[config.mk]
export PLATFORM = sky130hd
export DESIGN_NAME = line_rect_rasterizer_unit_flat
export DESIGN_NICKNAME = d
export VERILOG_FILES = /design/src/rtl/lrr_pkg.sv /design/src/rtl/lrr_intf.sv /design/src/rtl/lrr_cfg_regs.sv /design/src/rtl/lrr_walker.sv /design/src/rtl/line_rect_rasterizer_unit.sv /design/src/flat_wrapper.sv
export SDC_FILE = /design/constraint.sdc
export NUM_CORES = 2
export LEC_CHECK = 0
export BUFFER_PORTS_ARGS = -buffer_cell sky130_fd_sc_hd__clkbuf_2
export CAP_MARGIN = 30
export CORE_MARGIN = 10
export CORE_UTILIZATION = 30
export CTS_CLUSTER_DIAMETER = 100
export CTS_CLUSTER_SIZE = 24
export DETAILED_ROUTE_END_ITERATION = 10
export GPL_ROUTABILITY_DRIVEN = 0
export SLEW_MARGIN = 20
export SYNTH_ARGS = -nofsm -noshare
export SYNTH_HDL_FRONTEND = slang
export SYNTH_SLANG_ARGS = --single-unit
export TNS_END_PERCENT = 10
[constraint.sdc]
create_clock -name i_clk -period 14.5 [get_ports i_clk]
set_input_delay 0.725 -clock i_clk [delete_from_list [all_inputs] [get_ports i_clk]]
set_output_delay 0.725 -clock i_clk [all_outputs]
set_load 0.05 [all_outputs]
[src/rtl/lrr_pkg.sv]
// lrr_pkg: shared constants, codes and types of the line/rectangle rasterizer
// no dependencies; compiled before every other file of the block
`timescale 1ns / 1ps
`default_nettype none

package lrr_pkg;

    localparam int COORD_BITS  = 13;
    localparam int MAX_AREA    = 4096;

    localparam int C_DIFF_W    = COORD_BITS + 1;
    localparam int C_SUM_W     = C_DIFF_W + 1;
    localparam int C_DIM_W     = 13;
    localparam int C_PITCH_W   = 14;
    localparam int C_DATA_W    = 32;
    localparam int C_BYTES_W   = 3;
    localparam int C_INDEX_W   = 25;
    localparam int C_XY_W      = $clog2(MAX_AREA);
    localparam int C_PROD_W    = C_XY_W + C_PITCH_W + 1;
    localparam int C_OP_W      = 2;
    localparam int C_REG_IDX_W = 3;

    // operation codes
    localparam logic [C_OP_W-1:0] OP_LINE = 2'd0;
    localparam logic [C_OP_W-1:0] OP_RECT = 2'd1;
    localparam logic [C_OP_W-1:0] OP_FILL = 2'd2;
    localparam logic [C_OP_W-1:0] OP_STEP = 2'd3;

    // register indexes
    localparam logic [C_REG_IDX_W-1:0] REG_AREA_WIDTH  = 3'd0;
    localparam logic [C_REG_IDX_W-1:0] REG_AREA_HEIGHT = 3'd1;
    localparam logic [C_REG_IDX_W-1:0] REG_ROW_PITCH   = 3'd2;
    localparam logic [C_REG_IDX_W-1:0] REG_PIXEL_VALUE = 3'd3;
    localparam logic [C_REG_IDX_W-1:0] REG_PIXEL_BYTES = 3'd4;

    typedef logic signed [COORD_BITS-1:0] t_coord;
    typedef logic signed [C_DIFF_W-1:0]   t_diff;

    typedef struct packed {
        logic [C_OP_W-1:0] operation;
        t_coord            x_start;
        t_coord            y_start;
        t_coord            x_end;
        t_coord            y_end;
    } t_cmd;

    typedef struct packed {
        logic [C_DIM_W-1:0]   clip_w;
        logic [C_DIM_W-1:0]   clip_h;
        logic [C_PITCH_W-1:0] pitch;
        logic [C_DATA_W-1:0]  data;
        logic                 size_ok;
    } t_cfg;

    typedef struct packed {
        logic  active;
        t_diff x;
        t_diff y;
        logic  done;
    } t_pix;

endpackage

`default_nettype wire

[src/rtl/lrr_intf.sv]
// lrr_intf: valid/ready channel interfaces of the rasterizer (command, pixel, config)
// depends on lrr_pkg
`timescale 1ns / 1ps
`default_nettype none

interface lrr_cmd_if;
    import lrr_pkg::*;
    logic              valid;
    logic              ready;
    logic [C_OP_W-1:0] operation;
    t_coord            x_start;
    t_coord            y_start;
    t_coord            x_end;
    t_coord            y_end;
    modport source (output valid, operation, x_start, y_start, x_end, y_end, input ready);
    modport sink   (input valid, operation, x_start, y_start, x_end, y_end, output ready);
endinterface

interface lrr_pix_if;
    import lrr_pkg::*;
    logic                 valid;
    logic                 ready;
    logic [C_INDEX_W-1:0] pixel_index;
    logic [C_DATA_W-1:0]  pixel_data;
    logic                 write_enable;
    logic                 done_res;
    modport source (output valid, pixel_index, pixel_data, write_enable, done_res,
                    input ready);
    modport sink   (input valid, pixel_index, pixel_data, write_enable, done_res,
                    output ready);
endinterface

interface lrr_cfg_if;
    import lrr_pkg::*;
    logic                   valid;
    logic                   ready;
    logic [C_REG_IDX_W-1:0] index;
    logic [C_DATA_W-1:0]    data;
    modport source (output valid, index, data, input ready);
    modport sink   (input valid, index, data, output ready);
endinterface

`default_nettype wire

[src/rtl/lrr_cfg_regs.sv]
// lrr_cfg_regs: configuration registers and the derived clip, mask and size check
// depends on lrr_pkg and lrr_intf
`timescale 1ns / 1ps
`default_nettype none

module lrr_cfg_regs (
    input  logic          i_clk,
    input  logic          i_rst_n,
    lrr_cfg_if.sink       i_cfg,
    output lrr_pkg::t_cfg o_cfg
);
    import lrr_pkg::*;

    localparam logic [C_BYTES_W-1:0] BPP_1 = 3'd1;
    localparam logic [C_BYTES_W-1:0] BPP_2 = 3'd2;
    localparam logic [C_BYTES_W-1:0] BPP_4 = 3'd4;

    logic [C_DIM_W-1:0]   r_area_w;
    logic [C_DIM_W-1:0]   r_area_h;
    logic [C_PITCH_W-1:0] r_pitch;
    logic [C_DATA_W-1:0]  r_value;
    logic [C_BYTES_W-1:0] r_bytes;

    assign i_cfg.ready = 1'b1;

    always_ff @(posedge i_clk) begin
        if (!i_rst_n) begin
            r_area_w <= '0;
            r_area_h <= '0;
            r_pitch  <= '0;
            r_value  <= '0;
            r_bytes  <= BPP_4;
        end else if (i_cfg.valid) begin
            unique case (i_cfg.index)
                REG_AREA_WIDTH:  r_area_w <= i_cfg.data[C_DIM_W-1:0];
                REG_AREA_HEIGHT: r_area_h <= i_cfg.data[C_DIM_W-1:0];
                REG_ROW_PITCH:   r_pitch  <= i_cfg.data[C_PITCH_W-1:0];
                REG_PIXEL_VALUE: r_value  <= i_cfg.data;
                REG_PIXEL_BYTES: r_bytes  <= i_cfg.data[C_BYTES_W-1:0];
                default: ;
            endcase
        end
    end

    always_comb begin
        o_cfg.clip_w  = (int'(r_area_w) > MAX_AREA) ? C_DIM_W'(MAX_AREA) : r_area_w;
        o_cfg.clip_h  = (int'(r_area_h) > MAX_AREA) ? C_DIM_W'(MAX_AREA) : r_area_h;
        o_cfg.pitch   = r_pitch;
        o_cfg.size_ok = (r_bytes == BPP_1) || (r_bytes == BPP_2) || (r_bytes == BPP_4);
        case (r_bytes)
            BPP_1:   o_cfg.data = C_DATA_W'(r_value[7:0]);
            BPP_2:   o_cfg.data = C_DATA_W'(r_value[15:0]);
            default: o_cfg.data = r_value;
        endcase
    end

endmodule

`default_nettype wire

[src/rtl/lrr_walker.sv]
// lrr_walker: command state and the per-pixel walk of lines, outlines and fills
// depends on lrr_pkg
`timescale 1ns / 1ps
`default_nettype none

module lrr_walker (
    input  logic          i_clk,
    input  logic          i_rst_n,
    input  logic          i_fire,
    input  lrr_pkg::t_cmd i_cmd,
    output lrr_pkg::t_pix o_pix
);
    import lrr_pkg::*;

    typedef struct packed {
        logic   ok;
        logic   ycase;
        logic   desc;
        t_coord start;
        t_coord limit;
        t_diff  quot;
        t_diff  den;
        t_diff  step;
    } t_line;

    typedef struct packed {
        logic   ycase;
        logic   desc;
        t_coord major;
        t_coord limit;
        t_diff  quot;
        t_diff  rem;
        t_diff  den;
        t_diff  step;
    } t_walk;

    // the exact start minor coordinate is always an end point, so the
    // remainder starts at zero and no division is needed
    function automatic t_line line_setup(t_coord ax_i, t_coord ay_i,
                                         t_coord bx_i, t_coord by_i);
        t_coord ax;
        t_coord ay;
        t_coord bx;
        t_coord by;
        t_coord t;
        t_diff  dx;
        t_diff  dy;
        t_line  l;
        ax = ax_i;
        ay = ay_i;
        bx = bx_i;
        by = by_i;
        if (bx < ax) begin
            t = ax; ax = bx; bx = t;
            t = ay; ay = by; by = t;
        end
        dx = t_diff'(bx) - t_diff'(ax);
        dy = t_diff'(by) - t_diff'(ay);
        l.ycase = 1'b0;
        l.desc  = 1'b0;
        l.step  = '0;
        l.den   = t_diff'(1);
        if (dx == 0) begin
            if (by < ay) begin
                t = ay; ay = by; by = t;
            end
            l.ycase = 1'b1;
            l.start = ay;
            l.limit = by;
            l.quot  = t_diff'(ax);
        end else if (dy == 0) begin
            l.start = ax;
            l.limit = bx;
            l.quot  = t_diff'(ay);
        end else if (dy > dx) begin
            l.ycase = 1'b1;
            l.start = ay;
            l.limit = by;
            l.quot  = t_diff'(ax);
            l.step  = dx;
            l.den   = dy;
        end else if (-dy > dx) begin
            l.ycase = 1'b1;
            l.start = by;
            l.limit = ay;
            l.quot  = t_diff'(bx);
            l.step  = -dx;
            l.den   = -dy;
        end else if (dy < 0) begin
            l.desc  = 1'b1;
            l.start = bx;
            l.limit = ax;
            l.quot  = t_diff'(by);
            l.step  = -dy;
            l.den   = dx;
        end else begin
            l.start = ax;
            l.limit = bx;
            l.quot  = t_diff'(ay);
            l.step  = dy;
            l.den   = dx;
        end
        l.ok = (l.start != l.limit);
        return l;
    endfunction

    function automatic t_walk walk_from(t_line l);
        t_walk w;
        w.ycase = l.ycase;
        w.desc  = l.desc;
        w.major = l.start;
        w.limit = l.limit;
        w.quot  = l.quot;
        w.rem   = '0;
        w.den   = l.den;
        w.step  = l.step;
        return w;
    endfunction

    logic [C_OP_W-1:0] r_kind;
    logic [C_OP_W-1:0] n_kind;
    logic              r_busy;
    logic              n_busy;
    logic [1:0]        r_edge;
    logic [1:0]        n_edge;
    t_walk             r_ln;
    t_walk             n_ln;
    t_coord            r_corner [4];
    t_coord            n_corner [4];
    t_coord            r_fill;
    t_coord            n_fill;

    t_line                 line_l;
    t_coord                rc [4];
    logic [2:0]            e0;
    t_line                 edge_l [4];
    logic                  rect_found;
    logic [1:0]            rect_e;
    t_walk                 rect_ln;
    t_diff                 minor;
    t_coord                major_n;
    logic signed [C_SUM_W-1:0] rem_sum;
    logic                  is_cmd;
    logic                  is_step;

    always_comb begin
        is_cmd  = i_fire && (i_cmd.operation != OP_STEP);
        is_step = i_fire && (i_cmd.operation == OP_STEP);
        line_l  = line_setup(i_cmd.x_start, i_cmd.y_start, i_cmd.x_end, i_cmd.y_end);

        // outline edges come from the new corners on a command, else the stored ones
        if (i_cmd.operation != OP_STEP) begin
            rc[0] = i_cmd.x_start;
            rc[1] = i_cmd.y_start;
            rc[2] = i_cmd.x_end;
            rc[3] = i_cmd.y_end;
            e0    = '0;
        end else begin
            rc = r_corner;
            e0 = {1'b0, r_edge} + 3'd1;
        end
        edge_l[0] = line_setup(rc[0], rc[1], rc[2], rc[1]);
        edge_l[1] = line_setup(rc[0], rc[1], rc[0], rc[3]);
        edge_l[2] = line_setup(rc[2], rc[1], rc[2], rc[3]);
        edge_l[3] = line_setup(rc[0], rc[3], rc[2], rc[3]);
        rect_found = 1'b0;
        rect_e     = '0;
        rect_ln    = walk_from(edge_l[0]);
        for (int e = 0; e < 4; e++) begin
            if (!rect_found && (3'(e) >= e0) && edge_l[e].ok) begin
                rect_found = 1'b1;
                rect_e     = 2'(e);
                rect_ln    = walk_from(edge_l[e]);
            end
        end

        // truncate toward zero from the floored quotient
        minor   = r_ln.quot + (((r_ln.quot < 0) && (r_ln.rem != 0)) ? t_diff'(1) : t_diff'(0));
        major_n = r_ln.desc ? (r_ln.major - t_coord'(1)) : (r_ln.major + t_coord'(1));
        rem_sum = C_SUM_W'(r_ln.rem) + C_SUM_W'(r_ln.step);

        n_kind   = r_kind;
        n_busy   = r_busy;
        n_edge   = r_edge;
        n_ln     = r_ln;
        n_corner = r_corner;
        n_fill   = r_fill;

        o_pix.active = r_busy;
        o_pix.x      = '0;
        o_pix.y      = '0;

        if (is_cmd) begin
            n_kind      = i_cmd.operation;
            n_corner[0] = i_cmd.x_start;
            n_corner[1] = i_cmd.y_start;
            n_corner[2] = i_cmd.x_end;
            n_corner[3] = i_cmd.y_end;
            unique case (i_cmd.operation)
                OP_LINE: begin
                    n_ln   = walk_from(line_l);
                    n_busy = line_l.ok;
                end
                OP_RECT: begin
                    if (rect_found) begin
                        n_ln = rect_ln;
                    end
                    n_edge = rect_found ? rect_e : 2'd0;
                    n_busy = rect_found;
                end
                OP_FILL: begin
                    if (i_cmd.x_end < i_cmd.x_start) begin
                        n_corner[0] = i_cmd.x_end;
                        n_corner[2] = i_cmd.x_start;
                    end
                    if (i_cmd.y_end < i_cmd.y_start) begin
                        n_corner[1] = i_cmd.y_end;
                        n_corner[3] = i_cmd.y_start;
                    end
                    n_fill      = n_corner[0];
                    n_ln.major  = n_corner[1];
                    n_ln.limit  = n_corner[3];
                    n_busy      = 1'b1;
                end
                default: ;
            endcase
        end else if (r_busy) begin
            if (r_kind == OP_FILL) begin
                o_pix.x = t_diff'(r_fill);
                o_pix.y = t_diff'(r_ln.major);
            end else if (r_ln.ycase) begin
                o_pix.x = minor;
                o_pix.y = t_diff'(r_ln.major);
            end else begin
                o_pix.x = t_diff'(r_ln.major);
                o_pix.y = minor;
            end
            if (is_step) begin
                if (r_kind == OP_FILL) begin
                    if (r_fill >= r_corner[2]) begin
                        n_fill = r_corner[0];
                        if (r_ln.major >= r_ln.limit) begin
                            n_busy = 1'b0;
                        end else begin
                            n_ln.major = r_ln.major + t_coord'(1);
                        end
                    end else begin
                        n_fill = r_fill + t_coord'(1);
                    end
                end else begin
                    n_ln.major = major_n;
                    if (rem_sum >= C_SUM_W'(r_ln.den)) begin
                        n_ln.rem  = t_diff'(rem_sum - C_SUM_W'(r_ln.den));
                        n_ln.quot = r_ln.quot + t_diff'(1);
                    end else if (rem_sum < 0) begin
                        n_ln.rem  = t_diff'(rem_sum + C_SUM_W'(r_ln.den));
                        n_ln.quot = r_ln.quot - t_diff'(1);
                    end else begin
                        n_ln.rem  = t_diff'(rem_sum);
                    end
                    if (major_n == r_ln.limit) begin
                        if (r_kind == OP_RECT) begin
                            if (rect_found) begin
                                n_ln = rect_ln;
                            end
                            n_edge = rect_found ? rect_e : 2'd0;
                            n_busy = rect_found;
                        end else begin
                            n_busy = 1'b0;
                        end
                    end
                end
            end
        end
        o_pix.done = !n_busy;
    end

    always_ff @(posedge i_clk) begin
        if (!i_rst_n) begin
            r_kind   <= OP_LINE;
            r_busy   <= 1'b0;
            r_edge   <= '0;
            r_ln     <= '0;
            r_corner <= '{default: '0};
            r_fill   <= '0;
        end else begin
            r_kind   <= n_kind;
            r_busy   <= n_busy;
            r_edge   <= n_edge;
            r_ln     <= n_ln;
            r_corner <= n_corner;
            r_fill   <= n_fill;
        end
    end

endmodule

`default_nettype wire

[src/rtl/line_rect_rasterizer_unit.sv]
// line_rect_rasterizer_unit: top level; input register, walker, clip stage, index stage
// depends on lrr_pkg, lrr_intf, lrr_cfg_regs and lrr_walker
//
//  channel  dir  port   handshake    word
//  command  in   i_cmd  valid/ready  operation, x_start, y_start, x_end, y_end
//  pixel    out  o_pix  valid/ready  pixel_index, pixel_data, write_enable, done_res
//  config   in   i_cfg  valid/ready  register index, write data (always ready)
//
// one command word per cycle sustained while o_pix is ready; a step word's pixel passes
// the input register, clip register and index register before it is offered
// the walker's line/fill state update is combinational, which sets the 1-per-cycle rate
// command words update the state and give no pixel word
// i_rst_n is synchronous, active low, and clears the walker, the stage valids and config
// each stage holds while the next is full; empty stages keep accepting behind a stall
`timescale 1ns / 1ps
`default_nettype none

module line_rect_rasterizer_unit (
    input  logic     i_clk,
    input  logic     i_rst_n,
    lrr_cmd_if.sink  i_cmd,
    lrr_pix_if.source o_pix,
    lrr_cfg_if.sink  i_cfg
);
    import lrr_pkg::*;

    t_cfg cfg;
    t_pix pix;

    // input register
    logic r_a_v;
    t_cmd r_a;
    logic rdy_a;
    logic adv_a;

    // clip register
    logic                r_b_v;
    logic [C_XY_W-1:0]   r_b_x;
    logic [C_XY_W-1:0]   r_b_y;
    logic                r_b_we;
    logic [C_DATA_W-1:0] r_b_data;
    logic                r_b_done;
    logic                rdy_b;

    // output register
    logic                 r_o_v;
    logic [C_INDEX_W-1:0] r_o_index;
    logic [C_DATA_W-1:0]  r_o_data;
    logic                 r_o_we;
    logic                 r_o_done;
    logic                 rdy_o;

    logic                we;
    logic [C_PROD_W-1:0] addr_sum;

    lrr_cfg_regs u_cfg (
        .i_clk   (i_clk),
        .i_rst_n (i_rst_n),
        .i_cfg   (i_cfg),
        .o_cfg   (cfg)
    );

    lrr_walker u_walker (
        .i_clk   (i_clk),
        .i_rst_n (i_rst_n),
        .i_fire  (adv_a),
        .i_cmd   (r_a),
        .o_pix   (pix)
    );

    assign rdy_o       = !r_o_v || o_pix.ready;
    assign rdy_b       = !r_b_v || rdy_o;
    assign rdy_a       = !r_a_v || rdy_b;
    assign adv_a       = r_a_v && rdy_b;
    assign i_cmd.ready = rdy_a;

    always_ff @(posedge i_clk) begin
        if (!i_rst_n) begin
            r_a_v <= 1'b0;
        end else if (rdy_a) begin
            r_a_v <= i_cmd.valid;
        end
    end

    always_ff @(posedge i_clk) begin
        if (rdy_a && i_cmd.valid) begin
            r_a.operation <= i_cmd.operation;
            r_a.x_start   <= i_cmd.x_start;
            r_a.y_start   <= i_cmd.y_start;
            r_a.x_end     <= i_cmd.x_end;
            r_a.y_end     <= i_cmd.y_end;
        end
    end

    assign we = pix.active && cfg.size_ok
             && (pix.x >= 0) && (int'(pix.x) < int'(cfg.clip_w))
             && (pix.y >= 0) && (int'(pix.y) < int'(cfg.clip_h));

    always_ff @(posedge i_clk) begin
        if (!i_rst_n) begin
            r_b_v <= 1'b0;
        end else if (rdy_b) begin
            r_b_v <= adv_a && (r_a.operation == OP_STEP);
        end
    end

    // dropped pixels carry zero index and data
    always_ff @(posedge i_clk) begin
        if (rdy_b) begin
            r_b_x    <= we ? C_XY_W'(pix.x) : '0;
            r_b_y    <= we ? C_XY_W'(pix.y) : '0;
            r_b_we   <= we;
            r_b_data <= we ? cfg.data : '0;
            r_b_done <= pix.done;
        end
    end

    assign addr_sum = C_PROD_W'(r_b_y) * C_PROD_W'(cfg.pitch) + C_PROD_W'(r_b_x);

    always_ff @(posedge i_clk) begin
        if (!i_rst_n) begin
            r_o_v <= 1'b0;
        end else if (rdy_o) begin
            r_o_v <= r_b_v;
        end
    end

    always_ff @(posedge i_clk) begin
        if (rdy_o) begin
            r_o_index <= C_INDEX_W'(addr_sum);
            r_o_data  <= r_b_data;
            r_o_we    <= r_b_we;
            r_o_done  <= r_b_done;
        end
    end

    assign o_pix.valid        = r_o_v;
    assign o_pix.pixel_index  = r_o_index;
    assign o_pix.pixel_data   = r_o_data;
    assign o_pix.write_enable = r_o_we;
    assign o_pix.done_res     = r_o_done;

    // a command word never produces a pixel word
    a_cmd_no_pixel: assert property (@(posedge i_clk) disable iff (!i_rst_n)
        (adv_a && (r_a.operation != OP_STEP)) |=> !r_b_v)
        else $error("command word produced a pixel word");

    // a step while idle answers done with no write
    a_idle_answer: assert property (@(posedge i_clk) disable iff (!i_rst_n)
        (adv_a && (r_a.operation == OP_STEP) && !pix.active)
        |=> (r_b_v && r_b_done && !r_b_we))
        else $error("idle step did not give the idle answer");

    // a dropped pixel leaves index and data at zero
    a_drop_zero: assert property (@(posedge i_clk) disable iff (!i_rst_n)
        (r_o_v && !r_o_we) |-> ((r_o_index == '0) && (r_o_data == '0)))
        else $error("dropped pixel carries nonzero index or data");

endmodule

`default_nettype wire

[src/flat_wrapper.sv]
// flat-port wrapper written by rule: the top's interface ports become plain ports
module line_rect_rasterizer_unit_flat import lrr_pkg::*;
  (i_clk, i_rst_n, i_cmd_valid, i_cmd_operation, i_cmd_x_start, i_cmd_y_start, i_cmd_x_end, i_cmd_y_end, i_cmd_ready, o_pix_valid, o_pix_pixel_index, o_pix_pixel_data, o_pix_write_enable, o_pix_done_res, o_pix_ready, i_cfg_valid, i_cfg_index, i_cfg_data, i_cfg_ready);
  lrr_cmd_if i_cmd_i ();
  lrr_pix_if o_pix_i ();
  lrr_cfg_if i_cfg_i ();
  input  logic i_clk;
  input  logic i_rst_n;
  input wire logic [$bits(i_cmd_i.valid)-1:0] i_cmd_valid;
  input wire logic [$bits(i_cmd_i.operation)-1:0] i_cmd_operation;
  input wire logic [$bits(i_cmd_i.x_start)-1:0] i_cmd_x_start;
  input wire logic [$bits(i_cmd_i.y_start)-1:0] i_cmd_y_start;
  input wire logic [$bits(i_cmd_i.x_end)-1:0] i_cmd_x_end;
  input wire logic [$bits(i_cmd_i.y_end)-1:0] i_cmd_y_end;
  output wire logic [$bits(i_cmd_i.ready)-1:0] i_cmd_ready;
  output wire logic [$bits(o_pix_i.valid)-1:0] o_pix_valid;
  output wire logic [$bits(o_pix_i.pixel_index)-1:0] o_pix_pixel_index;
  output wire logic [$bits(o_pix_i.pixel_data)-1:0] o_pix_pixel_data;
  output wire logic [$bits(o_pix_i.write_enable)-1:0] o_pix_write_enable;
  output wire logic [$bits(o_pix_i.done_res)-1:0] o_pix_done_res;
  input wire logic [$bits(o_pix_i.ready)-1:0] o_pix_ready;
  input wire logic [$bits(i_cfg_i.valid)-1:0] i_cfg_valid;
  input wire logic [$bits(i_cfg_i.index)-1:0] i_cfg_index;
  input wire logic [$bits(i_cfg_i.data)-1:0] i_cfg_data;
  output wire logic [$bits(i_cfg_i.ready)-1:0] i_cfg_ready;
  assign i_cmd_i.valid = i_cmd_valid;
  assign i_cmd_i.operation = i_cmd_operation;
  assign i_cmd_i.x_start = i_cmd_x_start;
  assign i_cmd_i.y_start = i_cmd_y_start;
  assign i_cmd_i.x_end = i_cmd_x_end;
  assign i_cmd_i.y_end = i_cmd_y_end;
  assign i_cmd_ready = i_cmd_i.ready;
  assign o_pix_valid = o_pix_i.valid;
  assign o_pix_pixel_index = o_pix_i.pixel_index;
  assign o_pix_pixel_data = o_pix_i.pixel_data;
  assign o_pix_write_enable = o_pix_i.write_enable;
  assign o_pix_done_res = o_pix_i.done_res;
  assign o_pix_i.ready = o_pix_ready;
  assign i_cfg_i.valid = i_cfg_valid;
  assign i_cfg_i.index = i_cfg_index;
  assign i_cfg_i.data = i_cfg_data;
  assign i_cfg_ready = i_cfg_i.ready;
  line_rect_rasterizer_unit u_core (.i_clk(i_clk), .i_rst_n(i_rst_n), .i_cmd(i_cmd_i), .o_pix(o_pix_i), .i_cfg(i_cfg_i));
endmodule
==> results by group <==
Run status
  • Result of the run: finished, final reports clean

CTS
  • Count of buffers added by post-CTS timing repair for setup: 0
  • Clock transition at path regs: between 0.1 and 0.15 ns
  • Number of gates resized after cts: 0
  • Later-pin clock latency in the skew report: about 0.70 ns
  • Htree depth: 1
  • Deepest clock path buffer count: 3
  • Clock buffers created by TritonCTS: 31
  • Hold buffers post-CTS: 0
  • Sink Count: 403
  • Library cell used as clock root buffer: sky130_fd_sc_hd__clkbuf_16
  • CTS tree: done

Logic synthesis
  • Synthesized area per cell: slightly below 8 um2
  • Dominant register cell in the synthesized netlist: sky130_fd_sc_hd__dfxtp_1
  • Sequential share of the synthesized area: 0.257
  • Post-synthesis cell type count: between 100 and 150
  • Gate count of the mapped netlist: 4812
  • #FFs+latches synth: 403
  • Number of enable-type register cells in the synthesized netlist: around 170
  • Async set-or-reset flop fraction in the synthesized netlist: 0
  • Warning count from the yosys run: 0
  • Cell Area, Synth: roughly 0.038 mm2
  • Nets in the synthesized netlist: about 5.3k

Route
  • Via total after detailed routing: 37.0k
  • Final routed DRC violation total: 0
  • Router iterations before antenna repair: 9
  • Residual antenna-violating net count after detailed routing: 0
  • DR WL/cell: approximately 22 um
  • DRC marker count from the first detailed-route iteration: roughly 4.7k
  • Overall routed net length: about 140 mm
  • Vias per cell: between 5 and 6

Finish
  • Number of fill cells in the layout: between 10k and 15k
  • Most frequent cells in the layout: 635 x sky130_fd_sc_hd__nand2_1, 437 x sky130_fd_sc_hd__a21oi_1, 363 x sky130_fd_sc_hd__nor2_1
  • Most common cell after layout, fill and taps aside: sky130_fd_sc_hd__nand2_1
  • Fin cells: roughly 6.4k
  • Final net count: roughly 5.2k
  • Ratio of cells with drive above 1 in the final layout: 0.0927
  • Signed area change from the synthesized netlist to the final layout: 8.74%

Floorplanning
  • Overall die width: between 300 and 400 um
  • Area inside the core boundary: 0.126 mm2
  • Number of rows created at floorplan: 130
  • Boundary Pins: around 160
  • Die Footprint: about 0.14 mm2
  • Initial core utilization: 0.302
  • DIE HEIGHT: between 300 and 400 um

Timing
  • Slew headroom: 0.223
  • Final number of hold-violating endpoints: 0
  • Worst clock skew on the final layout: 0.0347 ns
  • Final Setup Violations: 0
  • Setup repair after global routing missed its margin: no
  • Final setup slack of the worst path: ~4.2 ns
  • Post-route worst hold slack: 0.209 ns
  • Post-route fraction of the period consumed by the critical path: 0.712
  • Max-slew violations: 0
  • Transition time at the pin with the least slew margin: around 1.2 ns
  • Highest Clock Rate: 0.0969 GHz
  • Total Neg Setup Slack: 0 ns
  • Final worst path period need: 10.32 ns

Placed design
  • Post-placement worst setup slack: around 4.5 ns
  • Total of buffers placed on input and output ports: 154
  • Cell Count Post-Placement: ~6.4k
  • Post-DP HPWL: around 110 mm

Worst setup path
  • Endpoint type of the worst setup path: flip-flop
  • Startpoint of the worst register-to-register path: u_core.r_a[25]$_DFFE_PP_
  • Worst reg-to-reg setup slack: about 4.2 ns
  • Worst stage delay on the critical path: 0.92 ns
  • Slowest cell on the critical path: sky130_fd_sc_hd__ha_1
  • Kind of critical path: flip-flop to flip-flop
  • Data required time at the worst endpoint: around 15 ns
  • Launch point of the worst path: u_core.r_a[25]$_DFFE_PP_
  • Most common cell type on the critical path: sky130_fd_sc_hd__nand4_1
  • Worst Setup Start Kind: flip-flop
  • CP arrival: ~11 ns
  • Count of cells along the worst register-to-register path: 34
  • CP Max Fanout: 33

GRT
  • Overall Global Routing Usage: 0.190
  • Vias in the first global route: ~34k
  • Total global routing overflow: 0
  • Wire length of the first global-routing pass: around 210 mm
  • Initial antenna violation count: 3
  • Maximum number of pins on one net before global-route repair: between 70 and 80

Power and ir drop
  • Highest ir drop seen on vdd: roughly 140 uV
  • Power per Cell Area: approximately 140 mW/mm2
  • Post-route total power: roughly 0.0057 W
  • Static Leakage: roughly 17 nW

Job
  • Max Cap Viol: 0

Hold path
  • Path type of the worst min-delay path: input pin to flip-flop
-- cells in the mapped netlist (40+ instances only) --
library cell	instances	area share
sky130_fd_sc_hd__a21o_1	57	0.011
sky130_fd_sc_hd__a211oi_1	93	0.018
sky130_fd_sc_hd__clkbuf_1	259	0.026
sky130_fd_sc_hd__mux2i_1	87	0.023
sky130_fd_sc_hd__xor2_1	48	0.011
sky130_fd_sc_hd__o22ai_1	65	0.011
sky130_fd_sc_hd__and2_1	116	0.019
sky130_fd_sc_hd__nor2b_1	40	0.0066
sky130_fd_sc_hd__buf_2	44	0.0058
sky130_fd_sc_hd__nand4_1	43	0.0071
sky130_fd_sc_hd__inv_1	330	0.033
sky130_fd_sc_hd__ha_1	254	0.083
sky130_fd_sc_hd__o211ai_1	55	0.011
sky130_fd_sc_hd__o21ai_0	240	0.032
sky130_fd_sc_hd__nand3_1	116	0.015
sky130_fd_sc_hd__nor3_1	106	0.014
sky130_fd_sc_hd__edfxtp_1	171	0.13
sky130_fd_sc_hd__nand2_1	635	0.063
sky130_fd_sc_hd__o21bai_1	43	0.0085
sky130_fd_sc_hd__xnor2_1	103	0.024
sky130_fd_sc_hd__a31oi_1	58	0.0095
sky130_fd_sc_hd__nor2_1	365	0.036
sky130_fd_sc_hd__fa_1	133	0.070
sky130_fd_sc_hd__dfxtp_1	232	0.12
sky130_fd_sc_hd__o21a_1	43	0.0085
sky130_fd_sc_hd__a21oi_1	440	0.058
-- state kept, by name, indices dropped and copies added (netlist names), 2 cells and up, named ones only --
| register | flops |
|---|---|
| u_core.u_walker.r_fill | 13 |
| u_core.u_cfg.r_value | 32 |
| u_core.r_b_data | 32 |
| u_core.u_cfg.r_pitch | 14 |
| u_core.u_walker.r_edge | 2 |
| u_core.u_cfg.r_bytes | 3 |
| u_core.u_walker.r_kind | 2 |
| u_core.u_walker.r_corner | 52 |
| u_core.o_pix.pixel_index | 25 |
| u_core.u_walker.r_ln | 84 |
| u_core.o_pix.pixel_data | 32 |
| u_core.r_a | 54 |
| u_core.r_b_x | 12 |
| u_core.r_b_y | 12 |
| u_core.u_cfg.r_area_h | 13 |
| u_core.u_cfg.r_area_w | 13 |
-- kinds of logic (layout without fill, tap and decap cells) --
group,count (synthesis),in the layout,synth area share
AO/OA/AOI/OAI,1427,1427,0.247
XOR/XNOR,153,153,0.0356
adder cells (fa/ha/maj),390,390,0.154
buffers and inverters,682,639,0.0709
flip-flops,403,403,0.257
multiplexers,121,121,0.0345
other,1,3,0.0000985
AND/OR/NAND/NOR,1635,1635,0.201
-- worst min-delay path by stage --
stage                                                  from                                     to  slack, ns  cells after the start
after CTS                                  i_cmd_x_start[4]               u_core.r_a[43]$_DFFE_PP_       0.19                      1
after global placement    u_core.r_b_data[16]$_SDFFCE_PN0N_  u_core.o_pix.pixel_data[16]$_DFFE_PP_       0.40                      0
after detailed placement  u_core.r_b_data[10]$_SDFFCE_PN0N_  u_core.o_pix.pixel_data[10]$_DFFE_PP_       0.40                      0
after floorplan                   u_core.r_b_done$_DFFE_PN_        u_core.o_pix.done_res$_DFFE_PP_       0.40                      0
final                                      i_cmd_x_start[4]               u_core.r_a[43]$_DFFE_PP_       0.21                      1
after global routing                       i_cmd_x_start[3]               u_core.r_a[42]$_DFFE_PP_       0.20                      1
-- final cells by class --
class / count / area [um2] / area share
Antenna cell: 2 / 5.00 / 0.000121
Clock buffer: 35 / 791 / 0.0191
Clock inverter: 23 / 344 / 0.00831
Inverter: 344 / 1300 / 0.0313
Multi-Input combinational cell: 3727 / 25700 / 0.621
Sequential cell: 403 / 9780 / 0.236
Tap cell: 1650 / 2060 / 0.0499
Timing Repair Buffer: 237 / 1400 / 0.0339
-- metrics by stage --
step / utilization / instance area (um2)
global placement: 0.319 / 40200
detailed placement: 0.320 / 40200
floorplan: - / 38100
global route: 0.329 / 41400
CTS: 0.329 / 41400
finish: 0.329 / 41400
-- critical path: cells and delay by family, from the launching register on --
family	cells	cell delay [ns]
fa+ha+maj	3	1.43
buf+inv	4	0.96
compound gates	8	2.26
xor+xnor	2	0.69
simple gates	16	3.57
flops	1	0.54
mux	1	0.71
-- routing by layer --
layer / part of all wire / vias up / GRT usage
met5: 0.000063 / - / 0
met4: 0.056 / 2 / 0.0917
li1: - / 17100 / -
met2: 0.42 / 2008 / 0.285
met3: 0.10 / 352 / 0.0393
met1: 0.42 / 17500 / 0.257
-- report_power, final --
group | internal, W | leakage, nW | switching, W
combinational | 0.00119 | 12.3 | 0.00218
clock | 0.000438 | 0.539 | 0.000553
sequential | 0.00123 | 3.85 | 0.0000985
total | 0.00286 | 16.7 | 0.00283
Note: power is estimated with default switching activity, not from simulation.
